**config.mk**
```make
export PLATFORM = sky130hd
export DESIGN_NAME = miller_rabin_prime_test_64_core
export DESIGN_NICKNAME = d
export VERILOG_FILES = /design/src/mrpt_pkg.sv /design/src/mrpt_mulmod.sv /design/src/mrpt_seq.sv /design/src/miller_rabin_prime_test_64_core.sv
export SDC_FILE = /design/constraint.sdc
export NUM_CORES = 2
export LEC_CHECK = 0
export BUFFER_PORTS_ARGS = -buffer_cell sky130_fd_sc_hd__buf_2
export CORE_ASPECT_RATIO = 0.8
export CORE_MARGIN = 2
export CORE_UTILIZATION = 40
export DETAILED_ROUTE_END_ITERATION = 8
export MAX_ROUTING_LAYER = met4
export PLACE_DENSITY = 0.53
export SLEW_MARGIN = 20
export SYNTH_ARGS = -nofsm -noshare
export SYNTH_HDL_FRONTEND = slang
export SYNTH_SLANG_ARGS = --single-unit
```
**constraint.sdc**
```tcl
create_clock -name clock -period 28.2 [get_ports clock]
set_clock_uncertainty 0.15 [all_clocks]
set_input_delay 2.82 -clock clock [delete_from_list [all_inputs] [get_ports clock]]
set_output_delay 2.82 -clock clock [all_outputs]
set_load 0.05 [all_outputs]
```
**src/mrpt_pkg.sv**
```systemverilog
// ----------------------------------------------------------------------------
// mrpt_pkg
// Shared types and constants for the Miller-Rabin prime test core.
// ----------------------------------------------------------------------------
package mrpt_pkg;

   localparam int BASE_COUNT = 7;
   localparam int BASE_IDX_W = 3;
   localparam int BASE_W     = 31;

   function automatic logic [BASE_W-1:0] witness_base(input logic [BASE_IDX_W-1:0] idx);
      logic [BASE_W-1:0] b;
      case (idx)
         3'd0:    b = 31'd2;
         3'd1:    b = 31'd325;
         3'd2:    b = 31'd9375;
         3'd3:    b = 31'd28178;
         3'd4:    b = 31'd450775;
         3'd5:    b = 31'd9780504;
         3'd6:    b = 31'd1795265022;
         default: b = 31'd0;
      endcase
      return b;
   endfunction

endpackage

```
**src/mrpt_mulmod.sv**
```systemverilog
// ----------------------------------------------------------------------------
// mrpt_mulmod
// Bit-serial modular multiplier: (a * b) mod m, one multiplier bit a cycle.
// ----------------------------------------------------------------------------
module mrpt_mulmod #(
   parameter int W = 63
) (
   input  logic         clock,
   input  logic         reset,
   input  logic         start,
   input  logic [W-1:0] a,
   input  logic [W-1:0] b,
   input  logic [W-1:0] m,
   output logic         done,
   output logic [W-1:0] prod
);

   logic         busy_ff, busy_in;
   logic         done_ff, done_in;
   logic [W-1:0] a_ff, a_in;
   logic [W-1:0] b_ff, b_in;
   logic [W-1:0] acc_ff, acc_in;
   logic [W:0]   acc_sum;
   logic [W:0]   dbl_sum;

   assign acc_sum = {1'b0, acc_ff} + {1'b0, a_ff};
   assign dbl_sum = {1'b0, a_ff} + {1'b0, a_ff};

   always_comb begin
      busy_in = busy_ff;
      done_in = 1'b0;
      a_in    = a_ff;
      b_in    = b_ff;
      acc_in  = acc_ff;
      if (start) begin
         busy_in = 1'b1;
         a_in    = a;
         b_in    = b;
         acc_in  = '0;
      end else if (busy_ff) begin
         if (b_ff == '0) begin
            busy_in = 1'b0;
            done_in = 1'b1;
         end else begin
            if (b_ff[0]) begin
               acc_in = (acc_sum >= {1'b0, m}) ? W'(acc_sum - {1'b0, m}) : W'(acc_sum);
            end
            a_in = (dbl_sum >= {1'b0, m}) ? W'(dbl_sum - {1'b0, m}) : W'(dbl_sum);
            b_in = b_ff >> 1;
         end
      end
   end

   always_ff @(posedge clock) begin
      if (reset) begin
         busy_ff <= 1'b0;
         done_ff <= 1'b0;
      end else begin
         busy_ff <= busy_in;
         done_ff <= done_in;
      end
      a_ff   <= a_in;
      b_ff   <= b_in;
      acc_ff <= acc_in;
   end

   assign done = done_ff;
   assign prod = acc_ff;

endmodule

```
**src/mrpt_seq.sv**
```systemverilog
// ----------------------------------------------------------------------------
// mrpt_seq
// Test sequencer: screens, splits n-1, runs bases through the shared multiplier.
// ----------------------------------------------------------------------------
module mrpt_seq
   import mrpt_pkg::*;
#(
   parameter int W = 63
) (
   input  logic         clock,
   input  logic         reset,
   input  logic         start,
   input  logic [W-1:0] n,
   output logic         idle,
   output logic         fin,
   output logic         verdict
);

   localparam logic [3:0] S_IDLE  = 4'd0;
   localparam logic [3:0] S_SCRN  = 4'd1;
   localparam logic [3:0] S_SPLIT = 4'd2;
   localparam logic [3:0] S_BASE  = 4'd3;
   localparam logic [3:0] S_PSTEP = 4'd4;
   localparam logic [3:0] S_PMUL  = 4'd5;
   localparam logic [3:0] S_PSQ   = 4'd6;
   localparam logic [3:0] S_CHK   = 4'd7;
   localparam logic [3:0] S_SQ    = 4'd8;
   localparam logic [3:0] S_SQW   = 4'd9;
   localparam logic [3:0] S_DONE  = 4'd10;

   localparam int SW = $clog2(W + 1);

   logic [3:0]          st_ff, st_in;
   logic [W-1:0]        n_ff, n_in;
   logic [W-1:0]        d_ff, d_in;
   logic [W-1:0]        e_ff, e_in;
   logic [W-1:0]        x_ff, x_in;
   logic [W-1:0]        b_ff, b_in;
   logic [SW-1:0]       s_ff, s_in;
   logic [SW-1:0]       t_ff, t_in;
   logic [BASE_IDX_W-1:0] bi_ff, bi_in;
   logic                res_ff, res_in;

   logic                mm_start;
   logic [W-1:0]        mm_a, mm_b;
   logic                mm_done;
   logic [W-1:0]        mm_prod;
   logic [W-1:0]        nm1;
   logic [63:0]         base_ext;
   logic [63:0]         n_ext;

   assign nm1      = n_ff - W'(1);
   assign base_ext = 64'(witness_base(bi_ff));
   assign n_ext    = 64'(n_ff);

   mrpt_mulmod #(.W(W)) u_mul (
      .clock (clock),
      .reset (reset),
      .start (mm_start),
      .a     (mm_a),
      .b     (mm_b),
      .m     (n_ff),
      .done  (mm_done),
      .prod  (mm_prod)
   );

   always_comb begin
      st_in    = st_ff;
      n_in     = n_ff;
      d_in     = d_ff;
      e_in     = e_ff;
      x_in     = x_ff;
      b_in     = b_ff;
      s_in     = s_ff;
      t_in     = t_ff;
      bi_in    = bi_ff;
      res_in   = res_ff;
      mm_start = 1'b0;
      mm_a     = x_ff;
      mm_b     = x_ff;
      case (st_ff)
         S_IDLE: begin
            if (start) begin
               n_in  = n;
               st_in = S_SCRN;
            end
         end
         S_SCRN: begin
            st_in = S_DONE;
            if (n_ff <= W'(1)) begin
               res_in = 1'b0;
            end else if (n_ext == 64'd2 || n_ext == 64'd7 || n_ext == 64'd61) begin
               res_in = 1'b1;
            end else if (!n_ff[0]) begin
               res_in = 1'b0;
            end else begin
               d_in  = nm1;
               s_in  = '0;
               bi_in = '0;
               st_in = S_SPLIT;
            end
         end
         S_SPLIT: begin
            if (!d_ff[0]) begin
               d_in = d_ff >> 1;
               s_in = s_ff + SW'(1);
            end else begin
               st_in = S_BASE;
            end
         end
         S_BASE: begin
            if (32'(bi_ff) == BASE_COUNT) begin
               res_in = 1'b1;
               st_in  = S_DONE;
            end else if (n_ext <= base_ext) begin
               res_in = 1'b1;
               st_in  = S_DONE;
            end else begin
               x_in  = W'(1);
               b_in  = W'(base_ext);
               e_in  = d_ff;
               st_in = S_PSTEP;
            end
         end
         S_PSTEP: begin
            if (e_ff == '0) begin
               t_in  = '0;
               st_in = S_CHK;
            end else if (e_ff[0]) begin
               mm_start = 1'b1;
               mm_a     = x_ff;
               mm_b     = b_ff;
               st_in    = S_PMUL;
            end else begin
               mm_start = 1'b1;
               mm_a     = b_ff;
               mm_b     = b_ff;
               st_in    = S_PSQ;
            end
         end
         S_PMUL: begin
            if (mm_done) begin
               x_in     = mm_prod;
               mm_start = 1'b1;
               mm_a     = b_ff;
               mm_b     = b_ff;
               st_in    = S_PSQ;
            end
         end
         S_PSQ: begin
            if (mm_done) begin
               b_in  = mm_prod;
               e_in  = e_ff >> 1;
               st_in = S_PSTEP;
            end
         end
         S_CHK: begin
            if (t_ff == '0 && x_ff == W'(1)) begin
               bi_in = bi_ff + BASE_IDX_W'(1);
               st_in = S_BASE;
            end else if (t_ff == s_ff) begin
               res_in = 1'b0;
               st_in  = S_DONE;
            end else if (x_ff == nm1) begin
               bi_in = bi_ff + BASE_IDX_W'(1);
               st_in = S_BASE;
            end else begin
               st_in = S_SQ;
            end
         end
         S_SQ: begin
            mm_start = 1'b1;
            st_in    = S_SQW;
         end
         S_SQW: begin
            if (mm_done) begin
               x_in  = mm_prod;
               t_in  = t_ff + SW'(1);
               st_in = S_CHK;
            end
         end
         S_DONE: begin
            st_in = S_IDLE;
         end
         default: st_in = S_IDLE;
      endcase
   end

   always_ff @(posedge clock) begin
      if (reset) begin
         st_ff <= S_IDLE;
      end else begin
         st_ff <= st_in;
      end
      n_ff   <= n_in;
      d_ff   <= d_in;
      e_ff   <= e_in;
      x_ff   <= x_in;
      b_ff   <= b_in;
      s_ff   <= s_in;
      t_ff   <= t_in;
      bi_ff  <= bi_in;
      res_ff <= res_in;
   end

   assign idle    = (st_ff == S_IDLE);
   assign fin     = (st_ff == S_DONE);
   assign verdict = res_ff;

endmodule

```
**src/miller_rabin_prime_test_64_core.sv**
```systemverilog
// Trivial values are settled by the screening step; large odd candidates run up to
//   two bit-serial modular multiplies per exponent bit, one at a time, for each of
//   up to seven bases.
// Throughput: one candidate at a time; req_tready is low from accept until the
//   result has been taken.
// Reset: synchronous active-high reset returns the core to idle, no result held.
// ----------------------------------------------------------------------------
// miller_rabin_prime_test_64_core
// Deterministic Miller-Rabin primality test for values up to 63 bits.
// ----------------------------------------------------------------------------
module miller_rabin_prime_test_64_core
   import mrpt_pkg::*;
#(
   parameter int VALUE_WIDTH = 63
) (
   input  logic        clock,
   input  logic        reset,
   input  logic        req_tvalid,
   output logic        req_tready,
   input  logic [63:0] req_tdata,   // [62:0] candidate
   output logic        rsp_tvalid,
   input  logic        rsp_tready,
   output logic [7:0]  rsp_tdata    // [0] is_prime
);

   logic busy_ff, busy_in;
   logic ov_ff, ov_in;
   logic res_ff, res_in;
   logic seq_idle, seq_fin, seq_verdict;
   logic go;

   assign req_tready = !busy_ff && seq_idle;
   assign go         = req_tvalid && req_tready;

   mrpt_seq #(.W(VALUE_WIDTH)) u_seq (
      .clock   (clock),
      .reset   (reset),
      .start   (go),
      .n       (req_tdata[VALUE_WIDTH-1:0]),
      .idle    (seq_idle),
      .fin     (seq_fin),
      .verdict (seq_verdict)
   );

   always_comb begin
      busy_in = busy_ff;
      ov_in   = ov_ff;
      res_in  = res_ff;
      if (go) busy_in = 1'b1;
      if (seq_fin) begin
         ov_in  = 1'b1;
         res_in = seq_verdict;
      end
      if (ov_ff && rsp_tready) begin
         ov_in   = 1'b0;
         busy_in = 1'b0;
      end
   end

   always_ff @(posedge clock) begin
      if (reset) begin
         busy_ff <= 1'b0;
         ov_ff   <= 1'b0;
      end else begin
         busy_ff <= busy_in;
         ov_ff   <= ov_in;
      end
      res_ff <= res_in;
   end

   assign rsp_tvalid = ov_ff;
   assign rsp_tdata  = {7'd0, res_ff};

endmodule

```
==> flow_summary.json <==
{
  "outcome": "complete, no violations",
  "reg2reg_depth": 25,
  "holdPathStages": 0,
  "synthFlopType": "edfxtp_1",
  "dieArea_um2": 98600,
  "worstHoldPathType": "register to register",
  "ctsResizeCount": 0,
  "min_period_over_period_pct": 28.7,
  "ant_nets": 0,
  "drive_gt1_share_pct": 6.18,
  "ir_drop_mv": 0.0895,
  "antenna_found_initial": 1,
  "synth.distinct_cells": 89,
  "crit_path_end_kind": "register",
  "grt-ovfl-total": 0,
  "grt_use_total_pct": 27.7,
  "leakagePower_nw": 15.5,
  "critical_path.slowest_cell": "buf_4",
  "r2r_end": "u_seq.u_mul.prod[60]",
  "numPortBuffers": 69,
  "synth_edf_count": 458,
  "critPathTopFamily": "compound AO/OA/AOI/OAI gates",
  "clkTransAtPathRegs_ps": 60,
  "fp-row-count": 101,
  "synthCells": 4219,
  "grt_pass1_vias": 29600,
  "wl_per_cell_um": 24.7,
  "hpwl_mm": 104,
  "via_per_inst": 5.89,
  "clock-sinks": 529,
  "cap_violations": 0,
  "rsz0062_at_grt": "false",
  "routed_wl_mm": 135,
  "cts_max_path_buffers": 3,
  "fmax_mhz": 124,
  "worstHoldStart": "u_seq.verdict",
  "htree_levels": 2,
  "root_buffer": "clkbuf_16",
  "drv_slew": 0,
  "cpMostUsedCell": "a21o_1",
  "crit_fanout": 68,
  "power.density_nw_per_um2": 142,
  "final-hold-violation-count": 0,
  "min_to": "res_ff",
  "start_kind": "register",
  "drc": 0,
  "crit_type": "register to register",
  "period_minus_slack_ps": 8080,
  "max_slew.worst_pin.slew_ps": 982,
  "slowest_delay_ps": 610,
  "synth_seq_cells": 529,
  "post_cts_buffers": 0,
  "cts_inserted_buffers": 60,
  "yosys_warnings": 0,
  "vias": 32300,
  "cts_tree": "done",
  "worstSkewPairLatency_ps": 660,
  "whs_ps": 274,
  "cp.arrival_ps": 8520,
  "grt_max_degree": 91,
  "wl_met1_mm": 71.0,
  "avgSynthCellArea_um2": 9.11,
  "routabilityCongestion": 0.953,
  "met2_length_mm": 51.6,
  "highest_layer": "met4",
  "synth_async_sr_flop_share_pct": 0,
  "rr_startpoint": "u_seq.u_mul.a_ff[1]",
  "syn_to_final_growth_pct": 9.00,
  "cts_hold_buf": 0,
  "relSlewSlack_pct": 32.9,
  "yosysSeqAreaShare_pct": 39.5,
  "nets": 4440,
  "worstPathRequired_ps": 28640,
  "cp_num_buf_inv": 2,
  "io_pins": 78,
  "worst-path-stages": 25,
  "die_x_um": 350,
  "start_util_pct": 40.4,
  "setup_viol": 0,
  "netlist_area_um2": 38400,
  "fp.dieH_um": 281,
  "core_um2": 95000,
  "r2r_setup_slack_ps": 20120,
  "tns_ps": 0,
  "wl_met3_mm": 9.30,
  "fillers": 9360,
  "first_iter_violations": 3930,
  "grt_pass1_wl_mm": 198,
  "drt_first_pass_iters": 5
}
-- state kept, by name (all words and copies together), names as in the netlist, 63 cells and up --
register and cells:
u_seq.b_ff 63, u_seq.d_ff 63, u_seq.e_ff 63, u_seq.n_ff 63, u_seq.u_mul.a_ff 63, u_seq.u_mul.b_ff 63
u_seq.u_mul.prod 63, u_seq.x_ff 63
-- cells in the final DEF (no fill, tap or decap), types with 97 or more instances in the layout --
cell,count
nand2_1,474
a21oi_1,438
a211oi_1,101
a21o_1,123
and2_1,119
edfxtp_1,458
ha_1,228
inv_1,122
mux2i_1,138
xnor2_1,188
xor2_1,97
o21ai_0,276
nor2_1,279
-- cell families (layout without fill, tap and decap cells) --
logic type | after synthesis | after routing | share of synthesized area, %
flip-flops | 529 | 529 | 39.5
AND/OR/NAND/NOR | 1415 | 1415 | 18.1
adder cells (fa/ha/maj) | 231 | 231 | 7.58
multiplexers | 141 | 141 | 3.68
buffers and inverters | 371 | 339 | 3.75
other | 1 | 12 | 0.00976
AO/OA/AOI/OAI | 1224 | 1224 | 19.6
XOR/XNOR | 307 | 307 | 7.79
-- final cells by class --
cell class                 instances  area, µm²  area share, %
multi-input combinational       3325      22000           52.4
sequential                       529      15200           36.2
tap                             1287       1610           3.85
clock buffer                      69       1540           3.67
timing repair buffer             103        604           1.44
clock inverter                    45        519           1.24
inverter                         122        458           1.09
antenna                            5       12.5         0.0299
-- worst max path at each step --
stage	from	to	slack, ps
after floorplan	u_seq.bi_ff[0]	u_seq.b_ff[0]	18600
after global placement	u_seq.u_mul.a_ff[1]	u_seq.u_mul.prod[60]	20270
after detailed placement	u_seq.u_mul.a_ff[1]	u_seq.u_mul.prod[60]	20240
after CTS	u_seq.u_mul.a_ff[1]	u_seq.u_mul.prod[60]	20200
after global routing	u_seq.u_mul.a_ff[1]	u_seq.u_mul.prod[60]	19550
final	u_seq.u_mul.a_ff[1]	u_seq.u_mul.prod[60]	20120
-- cell usage after synthesis (85+ instances only) --
| cell | instances | share of area, % |
|---|---|---|
| ha_1 | 228 | 7.4 |
| a211oi_1 | 101 | 2.0 |
| nor3_1 | 85 | 1.1 |
| edfxtp_1 | 458 | 36 |
| inv_1 | 122 | 1.2 |
| mux2i_1 | 138 | 3.6 |
| a21oi_1 | 439 | 5.7 |
| nor2_1 | 285 | 2.8 |
| nand2_1 | 476 | 4.7 |
| nor4_1 | 87 | 1.4 |
| o21ai_0 | 277 | 3.6 |
| xor2_1 | 97 | 2.2 |
| and2_1 | 121 | 2.0 |
| a21o_1 | 124 | 2.4 |
| xnor2_1 | 188 | 4.3 |
| clkbuf_1 | 223 | 2.2 |
-- report_power, final --
group | switching (W) | internal, W | total, W
Clock | 0.000349 | 0.000484 | 0.000832
Combinational | 0.00233 | 0.00140 | 0.00373
Sequential | 0.000253 | 0.00113 | 0.00138
-- metrics by stage --
step                      power (W)  setup slack [ps]  cell area [µm²]  std cells  utilization (%)
after floorplan             0.00406             18600            38400       4225                -
after global placement      0.00503             20270            39800       5366             41.9
after detailed placement    0.00503             20240            39800       5366             41.9
after CTS                   0.00588             20200            41900       5480             44.1
after global routing        0.00639             19550            41900       5482             44.1
final                       0.00595             20120            41900       5485             44.1
-- worst reg2reg max path: stages (launching register included) --
cell	delay (ps)
edfxtp_1	500
ha_1	360
a211oi_1	220
o21bai_1	160
o211a_1	290
nor3_1	340
a31oi_1	350
o311a_1	510
a311o_1	410
a21oi_1	360
o31ai_1	170
xor2_1	190
ha_1	400
a21o_1	220
a21o_1	170
a21oi_1	180
o21bai_1	90
a21o_1	190
a2111oi_0	450
o21ai_0	290
a21oi_4	170
buf_4	430
buf_4	640
nand2b_1	350
o221ai_1	160
o21ba_2	280
-- per-layer routing --
layer,up-vias,global-route usage [%]
li1,15500,-
met1,15500,44.9
met2,1124,35.3
met3,143,3.04
met4,0,6.97
met5,-,-
Power figures use the tool's default switching activity.
